## config.mk

```make
export PLATFORM = sky130hd
export DESIGN_NAME = pidawdz_front
export DESIGN_NICKNAME = d
export VERILOG_FILES = /design/src/hw/rtl/pidawdz_pkg.sv /design/src/hw/rtl/pidawdz_front.sv
export VERILOG_INCLUDE_DIRS = /design/src /design/src/hw/rtl
export SDC_FILE = /design/constraint.sdc
export NUM_CORES = 2
export LEC_CHECK = 0
export BUFFER_PORTS_ARGS = -buffer_cell sky130_fd_sc_hd__buf_2
export CORE_MARGIN = 2
export CORE_UTILIZATION = 60
export CTS_BUF_LIST = sky130_fd_sc_hd__clkbuf_4 sky130_fd_sc_hd__clkbuf_8 sky130_fd_sc_hd__clkbuf_16
export CTS_CLUSTER_DIAMETER = 100
export CTS_CLUSTER_SIZE = 16
export DETAILED_ROUTE_END_ITERATION = 8
export GPL_TIMING_DRIVEN = 0
export PLACE_DENSITY = 0.82
export SLEW_MARGIN = 20
export SYNTH_ARGS = -nofsm -noshare
export SYNTH_HDL_FRONTEND = slang
export SYNTH_SLANG_ARGS = --single-unit
```

## constraint.sdc

```tcl
create_clock -name clk -period 25 [get_ports clk]
set_input_delay 2.5 -clock clk [delete_from_list [all_inputs] [get_ports clk]]
set_output_delay 2.5 -clock clk [all_outputs]
set_load 0.03 [all_outputs]
```

## src/hw/rtl/pid_with_antiwindup_deadzone_macros.svh

```systemverilog
// ----------------------------------------------------------------------------
// PID controller assertion macros
// Concurrent checks on clk, disabled while arst_n is low.
// ----------------------------------------------------------------------------
`ifndef PID_WITH_ANTIWINDUP_DEADZONE_MACROS_SVH
`define PID_WITH_ANTIWINDUP_DEADZONE_MACROS_SVH

`ifndef NO_ASSERTIONS

// Consequent must hold in the same cycle as the antecedent
`define PIDAWDZ_ASSERT_SAME(lbl, ante, cons, msg) \
	lbl: assert property (@(posedge clk) disable iff (!arst_n) (ante) |-> (cons)) \
		else $error(msg);

// Consequent must hold in the cycle after the antecedent
`define PIDAWDZ_ASSERT_NEXT(lbl, ante, cons, msg) \
	lbl: assert property (@(posedge clk) disable iff (!arst_n) (ante) |=> (cons)) \
		else $error(msg);

`else

`define PIDAWDZ_ASSERT_SAME(lbl, ante, cons, msg)
`define PIDAWDZ_ASSERT_NEXT(lbl, ante, cons, msg)

`endif

`endif

```

## src/hw/rtl/pidawdz_pkg.sv

```systemverilog
`timescale 1ns / 1ps
// ----------------------------------------------------------------------------
// PID controller package
// Widths, register codes, reset values, limits and saturation helpers.
// ----------------------------------------------------------------------------
package pidawdz_pkg;

	// Port and field widths
	localparam int unsigned CFG_IDX_W = 4;
	localparam int unsigned CFG_W     = 32;
	localparam int unsigned LUX_W     = 16;
	localparam int unsigned DB_W      = 16;
	localparam int unsigned DRIVE_W   = 8;

	// Fixed-point layout
	localparam int unsigned LUX_FRAC  = 4;
	localparam int unsigned FRAC_W    = 16;
	localparam int unsigned ERR_W     = LUX_W + 1;
	localparam int unsigned KP_PROD_W = CFG_W + LUX_W + 1;
	localparam int unsigned KI_PROD_W = CFG_W + ERR_W + 1;
	localparam int unsigned KD_PROD_W = CFG_W + ERR_W;
	localparam int unsigned P_W       = 48;
	localparam int unsigned INC_W     = 46;
	localparam int unsigned ACC_W     = 48;
	localparam int unsigned WND_W     = 32;
	localparam int unsigned SUM_W     = 2 * CFG_W + 2;
	localparam int unsigned TOT_W     = ACC_W + 3;
	localparam int unsigned U_W       = TOT_W - FRAC_W;

	// Actuator limits and windup handling
	localparam int unsigned ACT_MIN     = 0;
	localparam int unsigned ACT_MAX     = 255;
	localparam bit          ANTI_WINDUP = 1'b1;

	localparam logic signed [U_W-1:0]   ACT_MIN_U   = U_W'(ACT_MIN);
	localparam logic signed [U_W-1:0]   ACT_MAX_U   = U_W'(ACT_MAX);
	localparam logic [DRIVE_W-1:0]      ACT_MIN_DRV = DRIVE_W'(ACT_MIN);
	localparam logic [DRIVE_W-1:0]      ACT_MAX_DRV = DRIVE_W'(ACT_MAX);

	localparam logic signed [ACC_W-1:0] ACC_MAX  = {1'b0, {(ACC_W-1){1'b1}}};
	localparam logic signed [ACC_W-1:0] ACC_MIN  = {1'b1, {(ACC_W-1){1'b0}}};
	localparam logic signed [WND_W-1:0] WND_MAX  = {1'b0, {(WND_W-1){1'b1}}};
	localparam logic signed [WND_W-1:0] WND_MIN  = {1'b1, {(WND_W-1){1'b0}}};
	localparam logic signed [TOT_W-1:0] HALF_Q16 = TOT_W'(32768);
	localparam logic signed [TOT_W-1:0] RND_BIAS = TOT_W'(65535);

	// Register indexes
	typedef enum logic [CFG_IDX_W-1:0] {
		REG_REFERENCE     = 4'd0,
		REG_SETPOINT_TERM = 4'd1,
		REG_KP            = 4'd2,
		REG_K_INTEGRAL    = 4'd3,
		REG_K_DERIV_POLE  = 4'd4,
		REG_K_DERIV_GAIN  = 4'd5,
		REG_WINDUP_GAIN   = 4'd6,
		REG_DEAD_BAND     = 4'd7
	} cfg_reg_t;

	// Register reset values
	localparam logic [LUX_W-1:0] RST_REFERENCE     = 16'd560;
	localparam logic [CFG_W-1:0] RST_SETPOINT_TERM = 32'd3096576;
	localparam logic [CFG_W-1:0] RST_KP            = 32'd88474;
	localparam logic [CFG_W-1:0] RST_K_INTEGRAL    = 32'd25215;
	localparam logic [CFG_W-1:0] RST_K_DERIV_POLE  = 32'd0;
	localparam logic [CFG_W-1:0] RST_K_DERIV_GAIN  = 32'd0;
	localparam logic [CFG_W-1:0] RST_WINDUP_GAIN   = 32'd48497;
	localparam logic [DB_W-1:0]  RST_DEAD_BAND     = 16'd32;

	typedef struct packed {
		logic [LUX_W-1:0] reference;
		logic [CFG_W-1:0] setpoint_term;
		logic [CFG_W-1:0] kp;
		logic [CFG_W-1:0] k_integral;
		logic [CFG_W-1:0] k_deriv_pole;
		logic [CFG_W-1:0] k_deriv_gain;
		logic [CFG_W-1:0] windup_gain;
		logic [DB_W-1:0]  dead_band;
	} pidawdz_cfg_t;

	// Pipeline strobes from the flow control
	typedef struct packed {
		logic load_s1;
		logic adv_s1;
		logic adv_s2;
	} pidawdz_ctl_t;

	// Feed-forward terms handed from the front end to the accumulator stage
	typedef struct packed {
		logic [P_W-1:0]   p;
		logic [INC_W-1:0] i_inc;
		logic [INC_W-1:0] d_inc;
	} pidawdz_terms_t;

	// Clip a wide sum to the signed accumulator range
	function automatic logic signed [ACC_W-1:0] sat_acc(input logic signed [SUM_W-1:0] v);
		if (v > SUM_W'(ACC_MAX)) begin
			return ACC_MAX;
		end else if (v < SUM_W'(ACC_MIN)) begin
			return ACC_MIN;
		end else begin
			return ACC_W'(v);
		end
	endfunction

	// Clip an overshoot to the signed windup range
	function automatic logic signed [WND_W-1:0] sat_wnd(input logic signed [U_W:0] v);
		if (v > (U_W+1)'(WND_MAX)) begin
			return WND_MAX;
		end else if (v < (U_W+1)'(WND_MIN)) begin
			return WND_MIN;
		end else begin
			return WND_W'(v);
		end
	endfunction

endpackage

```

## src/hw/rtl/pidawdz_front.sv

```systemverilog
`timescale 1ns / 1ps
// ----------------------------------------------------------------------------
// PID controller front end
// Input register, error with dead band, and the P, I-increment and
// D-increment products that depend only on samples and configuration.
// ----------------------------------------------------------------------------
`include "pid_with_antiwindup_deadzone_macros.svh"

module pidawdz_front (
	input  logic                              clk,
	input  logic                              arst_n,
	input  pidawdz_pkg::pidawdz_cfg_t         cfg,
	input  pidawdz_pkg::pidawdz_ctl_t         ctl,
	input  logic [pidawdz_pkg::LUX_W-1:0]     measured_lux,
	output pidawdz_pkg::pidawdz_terms_t       terms
);
	import pidawdz_pkg::*;

	logic [LUX_W-1:0]            lux_s1;
	pidawdz_terms_t              terms_s2;
	logic [LUX_W-1:0]            last_meas_q;
	logic signed [ERR_W-1:0]     last_err_q;

	logic signed [ERR_W-1:0]     err_raw;
	logic signed [ERR_W-1:0]     err_dz;
	logic signed [ERR_W-1:0]     db_pos;
	logic signed [ERR_W-1:0]     db_neg;
	logic                        in_band;
	logic signed [ERR_W:0]       err_pair;
	logic signed [ERR_W-1:0]     lux_diff;
	logic signed [KP_PROD_W-1:0] kp_prod;
	logic signed [KI_PROD_W-1:0] ki_prod;
	logic signed [KD_PROD_W-1:0] kd_prod;
	pidawdz_terms_t              terms_n;

	// Capture the accepted sample
	always_ff @(posedge clk) begin
		if (ctl.load_s1) begin
			lux_s1 <= measured_lux;
		end
	end

	// Error against the reference, zeroed inside the dead band unless its width is negative
	always_comb begin
		err_raw = $signed({1'b0, cfg.reference}) - $signed({1'b0, lux_s1});
		db_pos  = ERR_W'($signed(cfg.dead_band));
		db_neg  = -db_pos;
		in_band = !cfg.dead_band[DB_W-1] && (err_raw >= db_neg) && (err_raw <= db_pos);
		err_dz  = in_band ? '0 : err_raw;
	end

	// Products that need no feedback from the accumulators
	always_comb begin
		err_pair = err_dz + last_err_q;
		lux_diff = $signed({1'b0, lux_s1}) - $signed({1'b0, last_meas_q});
		kp_prod  = $signed(cfg.kp) * $signed({1'b0, lux_s1});
		ki_prod  = $signed(cfg.k_integral) * err_pair;
		kd_prod  = $signed(cfg.k_deriv_gain) * lux_diff;

		terms_n.p     = P_W'($signed(cfg.setpoint_term) - (kp_prod >>> LUX_FRAC));
		terms_n.i_inc = INC_W'(ki_prod >>> LUX_FRAC);
		terms_n.d_inc = INC_W'(kd_prod >>> LUX_FRAC);
	end

	// Hand the terms on to the accumulator stage
	always_ff @(posedge clk) begin
		if (ctl.adv_s1) begin
			terms_s2 <= terms_n;
		end
	end

	// Keep the previous sample and error for the next beat
	always_ff @(posedge clk or negedge arst_n) begin
		if (!arst_n) begin
			last_meas_q <= '0;
			last_err_q  <= '0;
		end else if (ctl.adv_s1) begin
			last_meas_q <= lux_s1;
			last_err_q  <= err_dz;
		end
	end

	assign terms = terms_s2;

	`PIDAWDZ_ASSERT_NEXT(a_err_hold, !ctl.adv_s1, $stable(last_err_q) && $stable(last_meas_q), "front history changed without a beat")

endmodule

```

======== Word level (Yosys, flattened, before mapping) ========
Cells that the tools add are included.
operators by class
  mux-type cells .......................... 1
  eq/ne operators ......................... 0
  shift-type cells ........................ 0
  reduce and logical (&&, ||, !) cells .... 3
  order comparisons ....................... 2
  bitwise operators ....................... 0
  div/mod/pow operators ................... 0
  multiply operators ...................... 3
  $add $sub $neg .......................... 5
operator list
  operator                                          number
  32-bit by 17-bit multiplier with 49-bit output    2
  32-bit by 18-bit multiplier with 50-bit output    1
  32-bit by 45-bit subtractor with 46-bit output    1
  16-bit by 16-bit subtractor with 17-bit output    2
  17-bit by 17-bit adder with 18-bit output         1
  17-bit >= comparator                              1
  17-bit by 16-bit <= comparator with 1-bit output  1
  17-bit two-way mux                                1
  16-bit negation with 17-bit output                1
  1-bit logical AND                                 2
  1-bit logical NOT                                 1
word-level totals
  RAM bits ................................ 0
  word-level logic and storage cells ...... 20
  memory bits (read-only) ................. 0
  output and inout port bits .............. 140
  input port bits ......................... 245
  memories ................................ 0
  bits in latches ......................... 0
  register bits after elaboration ......... 188

======== Longest topological paths before layout ========
  depth in word-level cells ............... 7
  depth in mapped cells ................... 59
  mapped depth without buffers ............ 56

======== Worst setup path before layout ========
OpenSTA, ideal clock, no wires.
  path type ............................... input to register
  from .................................... input port cfg[208] in the netlist's numbering
  to ...................................... register terms_s2, in the netlist terms[91], data pin
  setup time .............................. 0.262 ns
  slack ................................... 10.932 ns
  arrival time ............................ 13.806 ns
  buffers on the path ..................... 2
  data required time ...................... 24.738 ns
  cell stages on the path ................. 53
  cell sequence ........................... inv_1 > ha_1 > inv_1 > fa_1 > a21o_1 > a21o_1 > a21o_1 > o311a_1 > or2_1 > a21o_1 > a21oi_1 > xor2_1 > inv_1 > ha_1 > a21oi_1 > nor2b_1 > o21ai_0 > nand3_1 > (+17 left out) > inv_1 > fa_1 > fa_1 > fa_1 > fa_1 > inv_1 > fa_1 > inv_1 > ha_1 > a211o_1 > o221a_2 > o2111ai_1 > nor2_1 > o31a_1 > o31ai_4 > o211a_1 > o31ai_1 > xnor2_1
on the way
  longest elaborated chain between the ends .. 7
  elaborated cells between the ends (all ways) .. 8
  those cells by class .................... 2 x add/sub; 1 x mul; 2 x order compare; 1 x mux; 2 x reduce/logical
ends and longest elaborated chain
  what                                                RTL line             source
  start, declared                                     pidawdz_front.sv:12  input pidawdz_pkg::pidawdz_cfg_t cfg,
  16-bit by 16-bit subtractor with 17-bit output (*)  pidawdz_front.sv:45  err_raw = $signed({1'b0, cfg.reference}) - $signed({1'b0, lux_s1});
  17-bit >= comparator                                pidawdz_front.sv:48  in_band = !cfg.dead_band[DB_W-1] && (err_raw >= db_neg) && (err_raw <= db_pos);
  1-bit logical AND (2 in a row)                      pidawdz_front.sv:48
  17-bit two-way mux (*)                              pidawdz_front.sv:49  err_dz = in_band ? '0 : err_raw;
  net err_dz[0]                                       pidawdz_front.sv:25  logic signed [ERR_W-1:0] err_dz;
  17-bit by 17-bit adder with 18-bit output (*)       pidawdz_front.sv:54  err_pair = err_dz + last_err_q;
  32-bit by 18-bit multiplier with 50-bit output (*)  pidawdz_front.sv:57  ki_prod = $signed(cfg.k_integral) * err_pair;
  net ki_prod[49]                                     pidawdz_front.sv:32  logic signed [KI_PROD_W-1:0] ki_prod;
  end signal, assigned                                pidawdz_front.sv:68  terms_s2 <= terms_n;
  end, declared                                       pidawdz_front.sv:20  pidawdz_terms_t terms_s2;
Mark *: on every way through the listed nets, which the timed path passes. The rest lies on a longest branch.
A chain may end at the register's enable or synchronous reset.

======== Worst setup path in the final report ========
  from .................................... input port cfg[208] in the netlist's numbering
  to ...................................... register terms_s2, in the netlist terms[90], data pin
Same word-level chain as after synthesis.

==> metrics.csv <==
metric,value,unit
status,"finished, final reports clean",
met3 usage,9.51,%
I/O Pins,385,
DRC viols,0,
CP max stage delay,710,ps
drt pass-1 iters,8,
post-DR wirelength/cell,21.3,um
fill count,9180,
Final Hold Viols,0,
Cell Rows,123,
share of flip-flops with an asynchronous set or reset,17.7,%
distinct cell type count after synthesis,82,
Multi-input gate area,54600,um^2
largest net degree at the start of global routing,77,
register bit count reported by yosys,186,
gr busiest metal,met2,
Congestion Overflow GR,0,
first-pass GRT wire length,311,mm
vias per inst,5.75,
Post-DP HPWL,166,mm
final core utilization,63.9,%
CTS sink cnt,186,
setup tns final,0,ps
fmax,0.0603,GHz
"Gates resized, CTS repair",0,
die outline width,340,um
Post-Syn Area,67600,um^2
Die ar.,115000,um^2
number of synthesized flops with an enable pin,153,
most frequent cell after synthesis,inv_1,
crit path kind,primary input to flop,
routability cong.,1.01,
H-tree depth,4,
Post-Syn Area per Cell,9.15,um^2
"Clk pin slew, worst setup/hold paths",80,ps
Worst Path Max Fanout,10,
Worst EP arrival,16950,ps
CTS tree,yes,
Initial DRC Count,4574,
"most used cell, CP",fa_1,
gr usage total,35.3,%
setup ws final,8410,ps
IO buf count,303,
DP Worst Slack,8180,ps
Final ANT Viol Nets,0,
syn_nets,9674,
Layout area overhead,6.00,%
CTS Buf Count,17,
post-CTS setup buffer count,0,
Post-Syn Instances,7389,
ys flop type,edfxtp_1,
largest cells by area after synthesis,"fa_1 46%, inv_1 9.3%, ha_1 8.8%, edfxtp_1 6.8%, nand2_1 5.9%",
Max clock buf depth,2,
met1 Use GR,43.6,%
commonest cells in the netlist,"1683 x inv_1, 1566 x fa_1, 1057 x nand2_1",
Clock Tree Root,clkbuf_16,
max-slew violations,0,
# nets final,9997,
Reg area,5420,um^2
data required time of the worst path,25360,ps
Hold WC Path Type,flop to flop,
worst skew pair latency,570,ps
Slowest cell on crit path,nor3_1,
Total Routed Length,197,mm
"Min Clock Period, post-route",16590,ps
Hold Buf Count CTS,0,
synth warn,0,
Yosys top cell by area,fa_1,
number of antenna violations at the first check in global routing,14,
GRT met2 Usage,56.5,%
final setup violation count,0,
crit end category,flop,
vias in the first global route,56903,
Worst Tran Pin Value,1220,ps
sequential-to-total area share from yosys stat,8.02,%
Final period util,66.4,%
Initial Util,60.3,%
slew margin rel.,18.2,%
share of layout cells above drive strength 1,4.69,%
chip height,340,um
DR vias,53090,
RSZ-0062 raised after global routing,no,
Yosys top cell area share,46.4,%
nature of the critical path startpoint,primary input,
Max-Cap Viols,0,
clk_skew,18.0,ps
Core ar.,112000,um^2
==> routing by layer <==
layer | up-vias | routed length [um]
met1 | 26729 | 71000
li1 | 22866 | -
met3 | 687 | 21200
met4 | 8 | 13000
met5 | - | 51
met2 | 2800 | 91600
==> sequential cells by signal, indices dropped and copies added (netlist names) <==
| signal | cells |
|---|---|
| last_meas_q | 16 |
| terms | 137 |
| lux_s1 | 16 |
| last_err_q | 17 |
==> final cells by class <==
type                            instances  area share, %
Clock inverter                         14          0.204
Timing Repair Buffer                  304           2.17
Sequential cell                       186           7.56
Buffer                                328           1.74
Multi-Input combinational cell       5191           76.2
Clock buffer                           18          0.604
Antenna cell                           15         0.0524
Tap cell                             1500           2.62
Inverter                             1684           8.82
==> cells by family (layout without fill, tap and decap cells) <==
family                   after synthesis  in the layout  share of synthesized area [%]
AO/OA/AOI/OAI                        715            715                           6.91
XOR/XNOR                             226            226                           2.93
adder cells (fa/ha/maj)             2040           2040                           55.1
buffers and inverters               2012           2348                           11.2
flip-flops                           186            186                           8.02
multiplexers                           8              8                          0.124
other                                  0             15                              0
AND/OR/NAND/NOR                     2202           2202                           15.7
==> placed cells by master (no fill, tap or decap), types with 19 or more instances in the layout <==
cell | Yosys | layout
nor2b_1 | 73 | 73
nand2_1 | 1057 | 1057
edfxtp_1 | 153 | 153
a21o_1 | 119 | 119
a21oi_1 | 203 | 203
o21ai_0 | 106 | 106
nand4_1 | 34 | 34
o21bai_1 | 33 | 33
o21ai_1 | 32 | 32
a31oi_1 | 20 | 20
dfrtp_1 | 33 | 33
xor2_1 | 63 | 62
and3_1 | 34 | 34
and2_1 | 566 | 566
xnor2_1 | 163 | 163
ha_1 | 474 | 474
o31ai_1 | 19 | 19
nand2b_1 | 60 | 60
nand3_1 | 86 | 86
clkbuf_1 | 322 | 322
nor3_1 | 40 | 40
fa_1 | 1566 | 1566
or2_1 | 26 | 26
nor2_1 | 164 | 164
a211oi_1 | 26 | 26
buf_2 | 1 | 303
o21a_1 | 24 | 24
inv_1 | 1683 | 1683
==> worst max-delay path: cells and delay by family <==
family	cells	cell delay, ps
AO/OA/AOI/OAI	22	5010
adder cells (fa/ha/maj)	12	4800
buffers and inverters	10	1620
XOR/XNOR	1	320
AND/OR/NAND/NOR	11	2650
==> final timing paths <==
| kind | startpoint | to | slack [ps] | depth (start not counted) |
|---|---|---|---|---|
| min in group asynchronous | arst_n | last_err_q[1] | 2020 | 1 |
| max in group asynchronous | arst_n | last_err_q[10] | 22440 | 1 |
| worst max-delay path | cfg[208] | terms[90] | 8410 | 56 |
| worst min register to register | last_err_q[15] | last_err_q[15] | 500 | 2 |
| worst max register to register | lux_s1[1] | terms[90] | 9010 | 54 |
| worst min-delay path | last_err_q[15] | last_err_q[15] | 500 | 2 |
==> stage by stage <==
step | instances | instance area [um^2] | hold WS, ps
floorplan | 7389 | 67600 | 455
global placement | 9192 | 71000 | 469
detailed placement | 9193 | 71100 | 474
CTS | 9225 | 71600 | 492
global route | 9229 | 71700 | 527
finish | 9240 | 71700 | 495
Power is left out: the tool's default activity adds up to more than one toggle a clock period on the data nets, which glitch-free logic cannot reach.
