## src/hw/rtl/pid_with_antiwindup_deadzone_macros.svh

```systemverilog
// ----------------------------------------------------------------------------
// PID controller assertion macros
// Concurrent checks on clk, disabled while arst_n is low.
// ----------------------------------------------------------------------------
`ifndef PID_WITH_ANTIWINDUP_DEADZONE_MACROS_SVH
`define PID_WITH_ANTIWINDUP_DEADZONE_MACROS_SVH

`ifndef NO_ASSERTIONS

// Consequent must hold in the same cycle as the antecedent
`define PIDAWDZ_ASSERT_SAME(lbl, ante, cons, msg) \
	lbl: assert property (@(posedge clk) disable iff (!arst_n) (ante) |-> (cons)) \
		else $error(msg);

// Consequent must hold in the cycle after the antecedent
`define PIDAWDZ_ASSERT_NEXT(lbl, ante, cons, msg) \
	lbl: assert property (@(posedge clk) disable iff (!arst_n) (ante) |=> (cons)) \
		else $error(msg);

`else

`define PIDAWDZ_ASSERT_SAME(lbl, ante, cons, msg)
`define PIDAWDZ_ASSERT_NEXT(lbl, ante, cons, msg)

`endif

`endif

```

## src/hw/rtl/pidawdz_pkg.sv

```systemverilog
`timescale 1ns / 1ps
// ----------------------------------------------------------------------------
// PID controller package
// Widths, register codes, reset values, limits and saturation helpers.
// ----------------------------------------------------------------------------
package pidawdz_pkg;

	// Port and field widths
	localparam int unsigned CFG_IDX_W = 4;
	localparam int unsigned CFG_W     = 32;
	localparam int unsigned LUX_W     = 16;
	localparam int unsigned DB_W      = 16;
	localparam int unsigned DRIVE_W   = 8;

	// Fixed-point layout
	localparam int unsigned LUX_FRAC  = 4;
	localparam int unsigned FRAC_W    = 16;
	localparam int unsigned ERR_W     = LUX_W + 1;
	localparam int unsigned KP_PROD_W = CFG_W + LUX_W + 1;
	localparam int unsigned KI_PROD_W = CFG_W + ERR_W + 1;
	localparam int unsigned KD_PROD_W = CFG_W + ERR_W;
	localparam int unsigned P_W       = 48;
	localparam int unsigned INC_W     = 46;
	localparam int unsigned ACC_W     = 48;
	localparam int unsigned WND_W     = 32;
	localparam int unsigned SUM_W     = 2 * CFG_W + 2;
	localparam int unsigned TOT_W     = ACC_W + 3;
	localparam int unsigned U_W       = TOT_W - FRAC_W;

	// Actuator limits and windup handling
	localparam int unsigned ACT_MIN     = 0;
	localparam int unsigned ACT_MAX     = 255;
	localparam bit          ANTI_WINDUP = 1'b1;

	localparam logic signed [U_W-1:0]   ACT_MIN_U   = U_W'(ACT_MIN);
	localparam logic signed [U_W-1:0]   ACT_MAX_U   = U_W'(ACT_MAX);
	localparam logic [DRIVE_W-1:0]      ACT_MIN_DRV = DRIVE_W'(ACT_MIN);
	localparam logic [DRIVE_W-1:0]      ACT_MAX_DRV = DRIVE_W'(ACT_MAX);

	localparam logic signed [ACC_W-1:0] ACC_MAX  = {1'b0, {(ACC_W-1){1'b1}}};
	localparam logic signed [ACC_W-1:0] ACC_MIN  = {1'b1, {(ACC_W-1){1'b0}}};
	localparam logic signed [WND_W-1:0] WND_MAX  = {1'b0, {(WND_W-1){1'b1}}};
	localparam logic signed [WND_W-1:0] WND_MIN  = {1'b1, {(WND_W-1){1'b0}}};
	localparam logic signed [TOT_W-1:0] HALF_Q16 = TOT_W'(32768);
	localparam logic signed [TOT_W-1:0] RND_BIAS = TOT_W'(65535);

	// Register indexes
	typedef enum logic [CFG_IDX_W-1:0] {
		REG_REFERENCE     = 4'd0,
		REG_SETPOINT_TERM = 4'd1,
		REG_KP            = 4'd2,
		REG_K_INTEGRAL    = 4'd3,
		REG_K_DERIV_POLE  = 4'd4,
		REG_K_DERIV_GAIN  = 4'd5,
		REG_WINDUP_GAIN   = 4'd6,
		REG_DEAD_BAND     = 4'd7
	} cfg_reg_t;

	// Register reset values
	localparam logic [LUX_W-1:0] RST_REFERENCE     = 16'd560;
	localparam logic [CFG_W-1:0] RST_SETPOINT_TERM = 32'd3096576;
	localparam logic [CFG_W-1:0] RST_KP            = 32'd88474;
	localparam logic [CFG_W-1:0] RST_K_INTEGRAL    = 32'd25215;
	localparam logic [CFG_W-1:0] RST_K_DERIV_POLE  = 32'd0;
	localparam logic [CFG_W-1:0] RST_K_DERIV_GAIN  = 32'd0;
	localparam logic [CFG_W-1:0] RST_WINDUP_GAIN   = 32'd48497;
	localparam logic [DB_W-1:0]  RST_DEAD_BAND     = 16'd32;

	typedef struct packed {
		logic [LUX_W-1:0] reference;
		logic [CFG_W-1:0] setpoint_term;
		logic [CFG_W-1:0] kp;
		logic [CFG_W-1:0] k_integral;
		logic [CFG_W-1:0] k_deriv_pole;
		logic [CFG_W-1:0] k_deriv_gain;
		logic [CFG_W-1:0] windup_gain;
		logic [DB_W-1:0]  dead_band;
	} pidawdz_cfg_t;

	// Pipeline strobes from the flow control
	typedef struct packed {
		logic load_s1;
		logic adv_s1;
		logic adv_s2;
	} pidawdz_ctl_t;

	// Feed-forward terms handed from the front end to the accumulator stage
	typedef struct packed {
		logic [P_W-1:0]   p;
		logic [INC_W-1:0] i_inc;
		logic [INC_W-1:0] d_inc;
	} pidawdz_terms_t;

	// Clip a wide sum to the signed accumulator range
	function automatic logic signed [ACC_W-1:0] sat_acc(input logic signed [SUM_W-1:0] v);
		if (v > SUM_W'(ACC_MAX)) begin
			return ACC_MAX;
		end else if (v < SUM_W'(ACC_MIN)) begin
			return ACC_MIN;
		end else begin
			return ACC_W'(v);
		end
	endfunction

	// Clip an overshoot to the signed windup range
	function automatic logic signed [WND_W-1:0] sat_wnd(input logic signed [U_W:0] v);
		if (v > (U_W+1)'(WND_MAX)) begin
			return WND_MAX;
		end else if (v < (U_W+1)'(WND_MIN)) begin
			return WND_MIN;
		end else begin
			return WND_W'(v);
		end
	endfunction

endpackage

```

## src/hw/rtl/pidawdz_cfg_regs.sv

```systemverilog
`timescale 1ns / 1ps
// ----------------------------------------------------------------------------
// PID controller configuration registers
// Write-only register file; unknown indexes are ignored.
// ----------------------------------------------------------------------------
module pidawdz_cfg_regs (
	input  logic                                 clk,
	input  logic                                 arst_n,
	input  logic                                 cfg_wr_en,
	input  logic [pidawdz_pkg::CFG_IDX_W-1:0]    cfg_index,
	input  logic [pidawdz_pkg::CFG_W-1:0]        cfg_wdata,
	output pidawdz_pkg::pidawdz_cfg_t            cfg
);
	import pidawdz_pkg::*;

	pidawdz_cfg_t cfg_q;

	// Decode the index and update the addressed register
	always_ff @(posedge clk or negedge arst_n) begin
		if (!arst_n) begin
			cfg_q.reference     <= RST_REFERENCE;
			cfg_q.setpoint_term <= RST_SETPOINT_TERM;
			cfg_q.kp            <= RST_KP;
			cfg_q.k_integral    <= RST_K_INTEGRAL;
			cfg_q.k_deriv_pole  <= RST_K_DERIV_POLE;
			cfg_q.k_deriv_gain  <= RST_K_DERIV_GAIN;
			cfg_q.windup_gain   <= RST_WINDUP_GAIN;
			cfg_q.dead_band     <= RST_DEAD_BAND;
		end else if (cfg_wr_en) begin
			unique case (cfg_reg_t'(cfg_index))
				REG_REFERENCE:     cfg_q.reference     <= cfg_wdata[LUX_W-1:0];
				REG_SETPOINT_TERM: cfg_q.setpoint_term <= cfg_wdata;
				REG_KP:            cfg_q.kp            <= cfg_wdata;
				REG_K_INTEGRAL:    cfg_q.k_integral    <= cfg_wdata;
				REG_K_DERIV_POLE:  cfg_q.k_deriv_pole  <= cfg_wdata;
				REG_K_DERIV_GAIN:  cfg_q.k_deriv_gain  <= cfg_wdata;
				REG_WINDUP_GAIN:   cfg_q.windup_gain   <= cfg_wdata;
				REG_DEAD_BAND:     cfg_q.dead_band     <= cfg_wdata[DB_W-1:0];
				default: begin
				end
			endcase
		end
	end

	assign cfg = cfg_q;

endmodule

```

## config.mk

```make
export PLATFORM = sky130hd
export DESIGN_NAME = pidawdz_cfg_regs
export DESIGN_NICKNAME = d
export VERILOG_FILES = /design/src/hw/rtl/pid_with_antiwindup_deadzone_macros.svh /design/src/hw/rtl/pidawdz_pkg.sv /design/src/hw/rtl/pidawdz_cfg_regs.sv
export SDC_FILE = /design/constraint.sdc
export NUM_CORES = 1
export LEC_CHECK = 0
export BUFFER_PORTS_ARGS = -buffer_cell sky130_fd_sc_hd__buf_4
export CAP_MARGIN = 10
export CORE_MARGIN = 5
export CORE_UTILIZATION = 53
export CTS_BUF_LIST = sky130_fd_sc_hd__clkbuf_4 sky130_fd_sc_hd__clkbuf_8
export DETAILED_ROUTE_END_ITERATION = 8
export GPL_ROUTABILITY_DRIVEN = 0
export GPL_TIMING_DRIVEN = 0
export MAX_ROUTING_LAYER = met4
export PLACE_DENSITY_LB_ADDON = 0.2
export SLEW_MARGIN = 0
export SYNTH_ARGS = -nofsm -noshare
export SYNTH_HDL_FRONTEND = slang
export SYNTH_SLANG_ARGS = --single-unit
```

## constraint.sdc

```tcl
create_clock -name clk -period 0.8 [get_ports clk]
set_input_delay 0 -clock clk [delete_from_list [all_inputs] [get_ports clk]]
set_output_delay 0 -clock clk [all_outputs]
set_load 0.02 [all_outputs]
```

### After elaboration in Yosys (flattened, before gate mapping)

Cells that the tools add are included.

* equal/unequal tests: 7
* reductions and logical operators: 9

Operators with widths (count)
* == test 4 x 3 -> 1 bit, second input constant: 4
* AND reduction 2 bit: 8
* == test 4 x 2 -> 1 bit, second input constant: 2
* == test 4 x 1 -> 1 bit, second input constant: 1
* zero test 4 bit: 1

* register bits: 224
* input bits: 39
* output and inout bits: 224
* logic and storage cells: 24

### Depth between registers and ports, before layout

Gate-level depths: netlist of the first run.

* depth after elaboration: 2
* depth in mapped cells: 6
* depth with buffers taken out: 3

### Worst setup path after synthesis of the first run

No wires, ideal clock.

* kind: input to register
* start: input port cfg_index[3] (netlist name)
* end: register cfg_q (netlist bit cfg[119])
* library setup time: 0.125 ns
* arrival: 1.022 ns
* data required time: 0.675 ns
* setup slack: -0.347 ns
* cell stages on the path: 5
* path buffers: 2
* cells stage by stage: nor3b_4 > and3_1 > buf_4 > buf_6 > mux2_2

* word-level cells in the longest chain between the ends: 2

Ends and longest elaborated chain
* start, declared: RTL line pidawdz_cfg_regs.sv:10 `input logic [pidawdz_pkg::CFG_IDX_W-1:0] cfg_index,`
* == test 4 x 2 -> 1 bit: RTL line pidawdz_cfg_regs.sv:30 `unique case (cfg_reg_t'(cfg_index))`
* AND reduction 2 bit (no source line)
* end, declared: RTL line pidawdz_cfg_regs.sv:16 `pidawdz_cfg_t cfg_q;`

Every way passes these cells.
A chain may end at the register's enable or synchronous reset.

### Worst setup path in the final report of the first run

* start: register cfg_q (netlist bit cfg[26])
* end: output port cfg[26] (netlist name)

RTL lines
* end, declared: RTL line pidawdz_cfg_regs.sv:12 `output pidawdz_pkg::pidawdz_cfg_t cfg`

No word-level cell between the ends.

==> results of run 1 <==
-- per-stage QoR --
stage | TNS, ns | setup slack [ns]
6_report | -77.78 | -0.437
4_1_cts | -72.30 | -0.428
3_3_place_gp | -466.45 | -1.72
2_1_floorplan | -52.24 | -0.346
5_1_grt | -86.85 | -0.465
3_5_place_dp | -147.18 | -0.675
-- cells by family after synthesis --
logic type | synth area share [%]
buf+inv | 2.88
flops | 65.8
simple gates | 1.59
mux | 29.7
-- cell usage in the layout, fill, tap and decap left out, drive strengths merged --
cell / instances
buf: 375
mux2: 224
dfrtp: 185
clkbuf: 71
dfstp: 39
dlygate4sd3: 32
nor3b: 3
nand3b: 3
nor2: 2
clkinvlp: 2
nand2: 2
and3: 1
nand2b: 1
inv: 1
clkinv: 1
-- power groups by stage --
stage	combinational (W)	sequential (W)	clock, W
after global placement	0.0115	0.0158	0
final	0.0166	0.0169	0.0113
after floorplan	0.00274	0.0191	0
after CTS	0.0148	0.0163	0.0110
after detailed placement	0.0118	0.0160	0
after global routing	0.0173	0.0171	0.0119
-- metal layers --
| layer | GRT usage [%] | wire, µm |
|---|---|---|
| met5 | - | 0 |
| met1 | 34.2 | 11800 |
| met4 | 9.65 | 1190 |
| met2 | 50.6 | 16500 |
| met3 | 8.69 | 2250 |
-- cell type report --
class	instances	area share, %
timing repair buffer	389	29.0
clock inverter	4	0.199
tap	216	1.87
sequential	224	39.1
multi-input combinational	236	21.8
clock buffer	65	5.54
buffer	24	2.47
-- worst max-delay path by stage --
stage | start | endpoint | slack, ns | depth (start not counted)
floorplan | cfg_index[2] | cfg[119]$_DFFE_PN0P_ | -0.35 | 5
global placement | arst_n | cfg[128]$_DFFE_PN0P_ | -1.72 | 1
detailed placement | cfg_index[3] | cfg[42]$_DFFE_PN0P_ | -0.67 | 5
CTS | cfg[21]$_DFFE_PN1P_ | cfg[21] | -0.43 | 1
global route | cfg[26]$_DFFE_PN1P_ | cfg[26] | -0.46 | 1
finish | cfg[26]$_DFFE_PN1P_ | cfg[26] | -0.44 | 1
-- worst register-to-register path, cell delays in order, from the launching register on --
cell and delay, ns:
dfrtp_1 0.46, buf_6 0.15, mux2_4 0.27
-- timing repair --
item,4_1_cts,5_1_grt
cloned,1,3
buffers inserted,67,51
setup endpoints to repair,315,379
pin swaps,3,4
hold endpoints to repair,333,113
resized for setup,256,141
==> summary.txt, run 1 <==
Timing
  – Fmax: 0.808 GHz
  – Max Slew Vio Count: 0
  – Skew final: 0 ns
  – Least-Margin Pin Slew: 0.948 ns
  – Final Hold Vio Count: 120
  – Fin worst setup slack: -0.437 ns
  – Final Hold Slack: -0.482 ns
  – RSZ-0062 raised after global routing: true
  – Share of the clock period used by the worst path: 155%
  – Final setup violation count: 339
  – Max_slew headroom: 36.8%
  – Min Tclk post-route: 1.24 ns

Worst setup path
  – FF-to-FF setup slack: -0.19 ns
  – WP data arrival: 1.24 ns
  – Family with the most delay on the worst path: flip-flops
  – CP Data Required Time: 0.80 ns
  – R2r startpoint: cfg[154]$_DFFE_PN0P_
  – Slowest CP cell: dfstp_2
  – CP bufs+invs: 1
  – CP peak stage delay: 0.57 ns
  – Worst-path cell chain: buf_6
  – CP max FO: 2
  – Worst r2r dst: cfg[154]$_DFFE_PN0P_
  – Startpoint types: flip-flop
  – CP Class: flip-flop to output port
  – R2R cell count: 2
  – CP endpoint kind: output port

Floorplan
  – # rows: 46
  – Core Region: 15,900 µm²
  – IO Pins: 263
  – Initial Utilization: 54.1%
  – Die height: 137 µm
  – Die extent in x: 137 µm
  – Die area: 18,900 µm²

Power and ir drop
  – Sw Ratio: 32.7%
  – Sequential Power Share: 37.7%
  – Clk network pwr share: 25.3%
  – Switching pwr: 0.0147 W
  – Internal power: 0.0302 W
  – Leak pwr: 7.06 nW
  – Comb pwr share: 37.0%
  – Pwr Total: 0.0449 W
  – Maximum vdd drop: 2.21 mV
  – Power Dens Cells: 3100 nW/µm²

Clock network
  – Clock root buffer: clkbuf_8
  – CTS buffer count: 38
  – Hold-fix buffers at CTS: 32
  – Clock buffer depth: 3
  – H-tree depth: 2
  – Reg clk slew, reported paths: 0.06 ns
  – CTS tree: yes
  – Sink Count: 224
  – Worst skew pair latency: 0.55 ns

Placement
  – Placed cells: 961
  – I/O Buffers: 260
  – Placed cell area: 11,000 µm²
  – DPL Wire Length: 15,300 µm

Yosys
  – Post-synth cell types: 18
  – Syn. warnings: 0
  – Number of flops mapped to enable cells by yosys: 0
  – Sequential area share after synthesis: 65.8%
  – Async set or reset register ratio after synthesis: 100%
  – Top cell types by occurrence after synthesis: mux2_2, dfrtp_1, dfstp_2
  – Area contributors post-synth: dfrtp_1, mux2_2, dfstp_2
  – Synth Net Count: 523
  – Yosys reg bits: 224
  – Syn avg cell area: 17.7 µm²
  – Synth Flop Type: dfrtp_1
  – Synthesized cell area: 8590 µm²
  – Top cell type's share of synthesized area: 53.9%
  – Area leader, netlist: dfrtp_1
  – Most common cell in the synthesized netlist: mux2_2
  – Mapped Cells: 484

Cells and area
  – Multi-input logic area: 3160 µm²
  – Register area: 5650 µm²
  – Core Util, Final: 91.0%
  – Post-layout instance area: 14,500 µm²
  – Area grow syn2layout: 68.3%
  – Diodes inserted: 0
  – Filler cell count: 518
  – Layout cells sized above 1: 76.6%
  – Largest register FFs: 224
  – Fin cells: 1,158
  – # nets final: 952

Drt
  – Final antenna-violating net count: 0
  – Routed WL: 31,800 µm
  – Drt pass-1 iters: 4
  – Routed WL per cell: 27.4 µm
  – Vias per inst: 5.36
  – Initial DRC count: 357
  – DRC: 0
  – Vias: 6,208

Global route
  – Gr ovfl total: 0
  – Vias in the first global route: 6,980
  – All-Layer GR Usage: 29.8%
  – Antenna violations before repair: 0
  – Largest net degree at the start of global routing: 127
  – First-pass GRT wire length: 40,800 µm

Hold path
  – Worst Hold Class: input port to asynchronous set/reset pin

Run
  – Number of max-cap violations: 0

Run status
  – Violated checks: hold timing, setup timing
  – Outcome: complete, but fails checks
No activity file was read; power rests on OpenSTA's default activity.
==> inputs of run 2 (changes only) <==
--- a/config.mk
+++ b/config.mk
@@ -8,13 +8,14 @@
 export BUFFER_PORTS_ARGS = -buffer_cell sky130_fd_sc_hd__buf_4
 export CAP_MARGIN = 10
 export CORE_MARGIN = 5
-export CORE_UTILIZATION = 53
+export CORE_UTILIZATION = 35
 export CTS_BUF_LIST = sky130_fd_sc_hd__clkbuf_4 sky130_fd_sc_hd__clkbuf_8
 export DETAILED_ROUTE_END_ITERATION = 8
 export GPL_ROUTABILITY_DRIVEN = 0
 export GPL_TIMING_DRIVEN = 0
 export MAX_ROUTING_LAYER = met4
 export PLACE_DENSITY_LB_ADDON = 0.2
+export RECOVER_POWER = 100
 export SLEW_MARGIN = 0
 export SYNTH_ARGS = -nofsm -noshare
 export SYNTH_HDL_FRONTEND = slang
==> summary.txt, run 2 (synthesis gave the netlist of run 1 again) <==
Drt
  – DRC: 0
  – Routed WL: 25,300 µm
  – Initial DRC count: 205
  – Drt pass-1 iters: 4
  – Vias per inst: 4.59
  – Routed WL per cell: 20.5 µm
  – Final antenna-violating net count: 0
  – Vias: 5,664

Worst setup path
  – Slowest CP cell: dfstp_1
  – WP data arrival: 1.18 ns
  – Family with the most delay on the worst path: flip-flops
  – CP endpoint kind: output port
  – R2r startpoint: cfg[6]$_DFFE_PN0P_
  – Worst r2r dst: cfg[6]$_DFFE_PN0P_
  – CP Data Required Time: 0.80 ns
  – CP peak stage delay: 0.55 ns
  – CP max FO: 2
  – CP bufs+invs: 1
  – CP Class: flip-flop to output port
  – R2R cell count: 2
  – Worst-path cell chain: buf_6
  – Startpoint types: flip-flop
  – FF-to-FF setup slack: -0.11 ns

Placement
  – DPL Wire Length: 16,100 µm
  – I/O Buffers: 260
  – Placed cell area: 11,200 µm²
  – Placed cells: 1,069

Timing
  – Final Hold Vio Count: 86
  – Final setup violation count: 312
  – Final Hold Slack: -0.380 ns
  – RSZ-0062 raised after global routing: true
  – Skew final: 0 ns
  – Fin worst setup slack: -0.379 ns
  – Share of the clock period used by the worst path: 147%
  – Min Tclk post-route: 1.18 ns
  – Least-Margin Pin Slew: 1.04 ns
  – Fmax: 0.848 GHz
  – Max Slew Vio Count: 0
  – Max_slew headroom: 30.8%

Cells and area
  – Post-layout instance area: 14,200 µm²
  – Largest register FFs: 224
  – # nets final: 920
  – Commonest non-fill, non-tap cell in the layout: buf_6
  – Layout cells sized above 1: 74.8%
  – Diodes inserted: 0
  – Commonest cells after routing, fill and taps aside: buf_6, dfrtp_1, mux2_2, mux2_4, clkbuf_8
  – Fin cells: 1,234
  – Area grow syn2layout: 64.8%
  – Filler cell count: 1,891

Global route
  – Gr ovfl total: 0
  – Largest net degree at the start of global routing: 116
  – All-Layer GR Usage: 18.1%
  – Vias in the first global route: 6,486
  – Antenna violations before repair: 0
  – First-pass GRT wire length: 38,700 µm

Floorplan
  – Die height: 167 µm
  – # rows: 57
  – Die area: 27,800 µm²
  – Core Region: 24,200 µm²
  – Die extent in x: 167 µm
  – IO Pins: 263
  – Initial Utilization: 35.4%

Run status
  – Outcome: complete, but fails checks
  – Violated checks: hold timing, setup timing

Power and ir drop
  – Maximum vdd drop: 1.59 mV
  – Leak pwr: 6.77 nW
  – Pwr Total: 0.0421 W
  – Power Dens Cells: 2980 nW/µm²

Clock network
  – Sink Count: 224
  – Clock buffer depth: 3
  – CTS buffer count: 40
  – CTS tree: yes
  – Reg clk slew, reported paths: 0.05 ns
  – H-tree depth: 2
  – Hold-fix buffers at CTS: 32
  – Worst skew pair latency: 0.51 ns
  – Clock root buffer: clkbuf_8

Run
  – Number of max-cap violations: 0

Hold path
  – Worst Hold Class: input port to asynchronous set/reset pin
==> run 2: area by class of cell <==
class | instances | area, µm² | area share (%)
clock buffer | 70 | 813 | 5.74
clock inverter | 1 | 8.76 | 0.0619
buffer | 24 | 352 | 2.48
sequential | 224 | 5650 | 39.9
tap | 324 | 405 | 2.86
timing repair buffer | 355 | 3880 | 27.4
multi-input combinational | 236 | 3050 | 21.5
==> run 2: worst max path at each step <==
| stage | startpoint | to | slack (ns) | cells after the start |
|---|---|---|---|---|
| final | cfg[217]$_DFFE_PN1P_ | cfg[217] | -0.38 | 1 |
| after global routing | cfg[112]$_DFFE_PN1P_ | cfg[112] | -0.44 | 1 |
| after CTS | cfg[197]$_DFFE_PN1P_ | cfg[197] | -0.42 | 1 |
| after detailed placement | cfg_index[3] | cfg[35]$_DFFE_PN0P_ | -0.70 | 5 |
| after global placement | arst_n | cfg[64]$_DFFE_PN0P_ | -1.77 | 1 |
| after floorplan | cfg_index[2] | cfg[119]$_DFFE_PN0P_ | -0.35 | 5 |
==> run 2: repair_timing <==
action	4_1_cts	5_1_grt
endpoints found under the hold margin	319	113
endpoints found under the setup margin	326	377
gates cloned	1	5
resized for setup	260	87
pin swaps	4	3
buffers inserted	48	20
==> run 2: layer usage <==
layer | wire length, µm | track usage, %
met1 | 10500 | 22.4
met2 | 12600 | 29.2
met3 | 1570 | 4.95
met4 | 579 | 5.48
met5 | 0 | -
==> run 2: stage by stage <==
stage                     worst slack, ns  util, %  setup TNS (ns)
after floorplan                    -0.346        -          -52.24
final                              -0.379     58.4          -64.70
after CTS                          -0.422     56.5          -72.68
after detailed placement           -0.699     46.1         -163.87
after global placement              -1.77     45.9         -482.76
after global routing               -0.437     58.4          -92.06
==> run 2: power by group <==
part | switching (W) | internal, W | total [W]
clock network | 0.00440 | 0.00633 | 0.0107
registers | 0.00214 | 0.0143 | 0.0165
logic | 0.00627 | 0.00867 | 0.0149
==> inputs of run 3 (changes only) <==
--- a/config.mk
+++ b/config.mk
@@ -16,6 +16,7 @@
 export MAX_ROUTING_LAYER = met4
 export PLACE_DENSITY_LB_ADDON = 0.2
 export RECOVER_POWER = 100
+export REMOVE_ABC_BUFFERS = 1
 export SLEW_MARGIN = 0
 export SYNTH_ARGS = -nofsm -noshare
 export SYNTH_HDL_FRONTEND = slang
==> summary.txt, run 3 (synthesis gave the netlist of run 1 again) <==
Run status
  – Outcome: complete, but fails checks
  – Violated checks: hold timing, setup timing

Power and ir drop
  – Power Dens Cells: 2940 nW/µm²
  – Sequential Power Share: 38.5%
  – Internal power: 0.0298 W
  – Sw Ratio: 30.3%
  – Maximum vdd drop: 1.91 mV
  – Switching pwr: 0.0130 W
  – Leak pwr: 6.96 nW
  – Clk network pwr share: 26.3%
  – Comb pwr share: 35.2%

Global route
  – Vias in the first global route: 6,698
  – Largest net degree at the start of global routing: 115
  – First-pass GRT wire length: 40,700 µm
  – Gr ovfl total: 0
  – Antenna violations before repair: 0
  – All-Layer GR Usage: 19.4%

Worst setup path
  – CP endpoint kind: output port
  – Slowest CP cell: dfstp_2
  – R2r startpoint: cfg[147]$_DFFE_PN1P_
  – CP peak stage delay: 0.54 ns
  – CP Class: flip-flop to output port
  – Worst r2r dst: cfg[147]$_DFFE_PN1P_
  – FF-to-FF setup slack: -0.13 ns
  – WP data arrival: 1.19 ns
  – Critical path depth: 1
  – R2R cell count: 3
  – Worst-path cell chain: buf_6
  – Family with the most delay on the worst path: flip-flops
  – CP max FO: 2
  – CP bufs+invs: 1
  – Startpoint types: flip-flop
  – Worst setup startpoint: cfg[113]$_DFFE_PN1P_
  – CP Data Required Time: 0.80 ns

Floorplan
  – Die extent in x: 167 µm
  – Initial Utilization: 35.4%
  – Die height: 167 µm
  – IO Pins: 263
  – Core Region: 24,200 µm²
  – # rows: 57
  – Die area: 27,800 µm²

Drt
  – DRC: 0
  – Routed WL per cell: 21.9 µm
  – Drt pass-1 iters: 4
  – Met1 Wirelength: 11,700 µm
  – Vias: 5,850
  – Top Layer Used: met4
  – Initial DRC count: 225
  – Routed WL: 27,400 µm
  – Met3 WL post-DR: 1770 µm
  – Final antenna-violating net count: 0
  – Met2 wire len: 13,500 µm
  – Vias per inst: 4.68

Timing
  – Final setup violation count: 405
  – Fin worst setup slack: -0.391 ns
  – RSZ-0062 raised after global routing: true
  – Skew final: 0 ns
  – Min Tclk post-route: 1.19 ns
  – Max_slew headroom: 29.8%
  – Fmax: 0.840 GHz
  – Share of the clock period used by the worst path: 149%
  – Final Hold Slack: -0.405 ns
  – Least-Margin Pin Slew: 1.05 ns
  – Final Hold Vio Count: 83
  – Max Slew Vio Count: 0

Placement
  – I/O Buffers: 262
  – Pre-CTS setup slack: -1.46 ns
  – Placed cells: 1,054
  – DPL Wire Length: 15,700 µm

Clock network
  – H-tree depth: 2
  – CTS tree: yes
  – Clock buffer depth: 3
  – Sink Count: 224
  – Clock root buffer: clkbuf_8
  – Worst skew pair latency: 0.51 ns
  – CTS buffer count: 40
  – Reg clk slew, reported paths: 0.06 ns
  – Hold-fix buffers at CTS: 32

Cells and area
  – Area grow syn2layout: 69.2%
  – Layout cells sized above 1: 75.9%
  – Commonest cells after routing, fill and taps aside: buf_6, dfrtp_1, mux2_2, mux2_4, buf_4
  – Commonest non-fill, non-tap cell in the layout: buf_6
  – # nets final: 935
  – Filler cell count: 1,828
  – Fin cells: 1,251
  – Diodes inserted: 0
  – Largest register FFs: 224

Run
  – Number of max-cap violations: 0

Hold path
  – Worst Hold Class: input port to asynchronous set/reset pin
run 3: changes by cell type in the layout (fill, tap and decap cells not counted), moves of 7 or more:
cell and change:
buf_12 +8, buf_16 +7, buf_4 +16, buf_6 -9
clkbuf_4 -8, mux2_2 -7, mux2_4 +8
run 3: final cells by class:
cell class                      count  area (µm²)  area share (%)
Multi-Input combinational cell    237        3120            21.4
Clock buffer                       69         856            5.89
Timing Repair Buffer              393        4480            30.8
Sequential cell                   224        5650            38.9
Tap cell                          324         405            2.79
Clock inverter                      4        26.3           0.181
run 3: repair_timing:
action,CTS,global route
hold endpoints to repair,312,83
pin swaps,7,3
endpoints found under the setup margin,442,380
resized for setup,310,98
setup buffers,62,35
gates cloned,11,3
run 3: worst register-to-register path: stages, from the launching register on:
cell	delay (ns)
dfstp_2	0.37
buf_4	0.12
buf_4	0.11
mux2_2	0.25
run 3: worst max-delay path by stage:
stage | to | slack (ns)
global placement | cfg[143]$_DFFE_PN0P_ | -1.97
floorplan | cfg[119]$_DFFE_PN0P_ | -0.87
global route | cfg[28] | -0.45
CTS | cfg[31] | -0.44
detailed placement | cfg[196]$_DFFE_PN0P_ | -1.46
finish | cfg[113] | -0.39
run 3: through the flow:
step | setup TNS, ns | cell area, µm² | hold slack, ns | total power [W] | util [%]
global route | -102.05 | 14500 | -0.339 | 0.0448 | 59.9
floorplan | -144.89 | 8340 | -0.296 | 0.0215 | -
detailed placement | -246.78 | 10900 | 0.114 | 0.0275 | 44.9
CTS | -79.78 | 14100 | -0.459 | 0.0424 | 58.1
global placement | -715.76 | 10700 | 0.259 | 0.0271 | 44.2
finish | -80.63 | 14500 | -0.405 | 0.0428 | 59.9
run 3: power by group through the flow:
stage	Sequential [W]	Clock [W]	Combinational (W)
detailed placement	0.0160	0	0.0114
finish	0.0165	0.0113	0.0151
global route	0.0168	0.0122	0.0158
floorplan	0.0191	0	0.00243
CTS	0.0164	0.0116	0.0144
global placement	0.0158	0	0.0112
run 3: routing by layer:
layer	up-vias	global-route usage, %
li1	2544	-
met1	3074	23.8
met2	198	31.7
met3	34	6.09
met4	0	4.55
met5	-	-
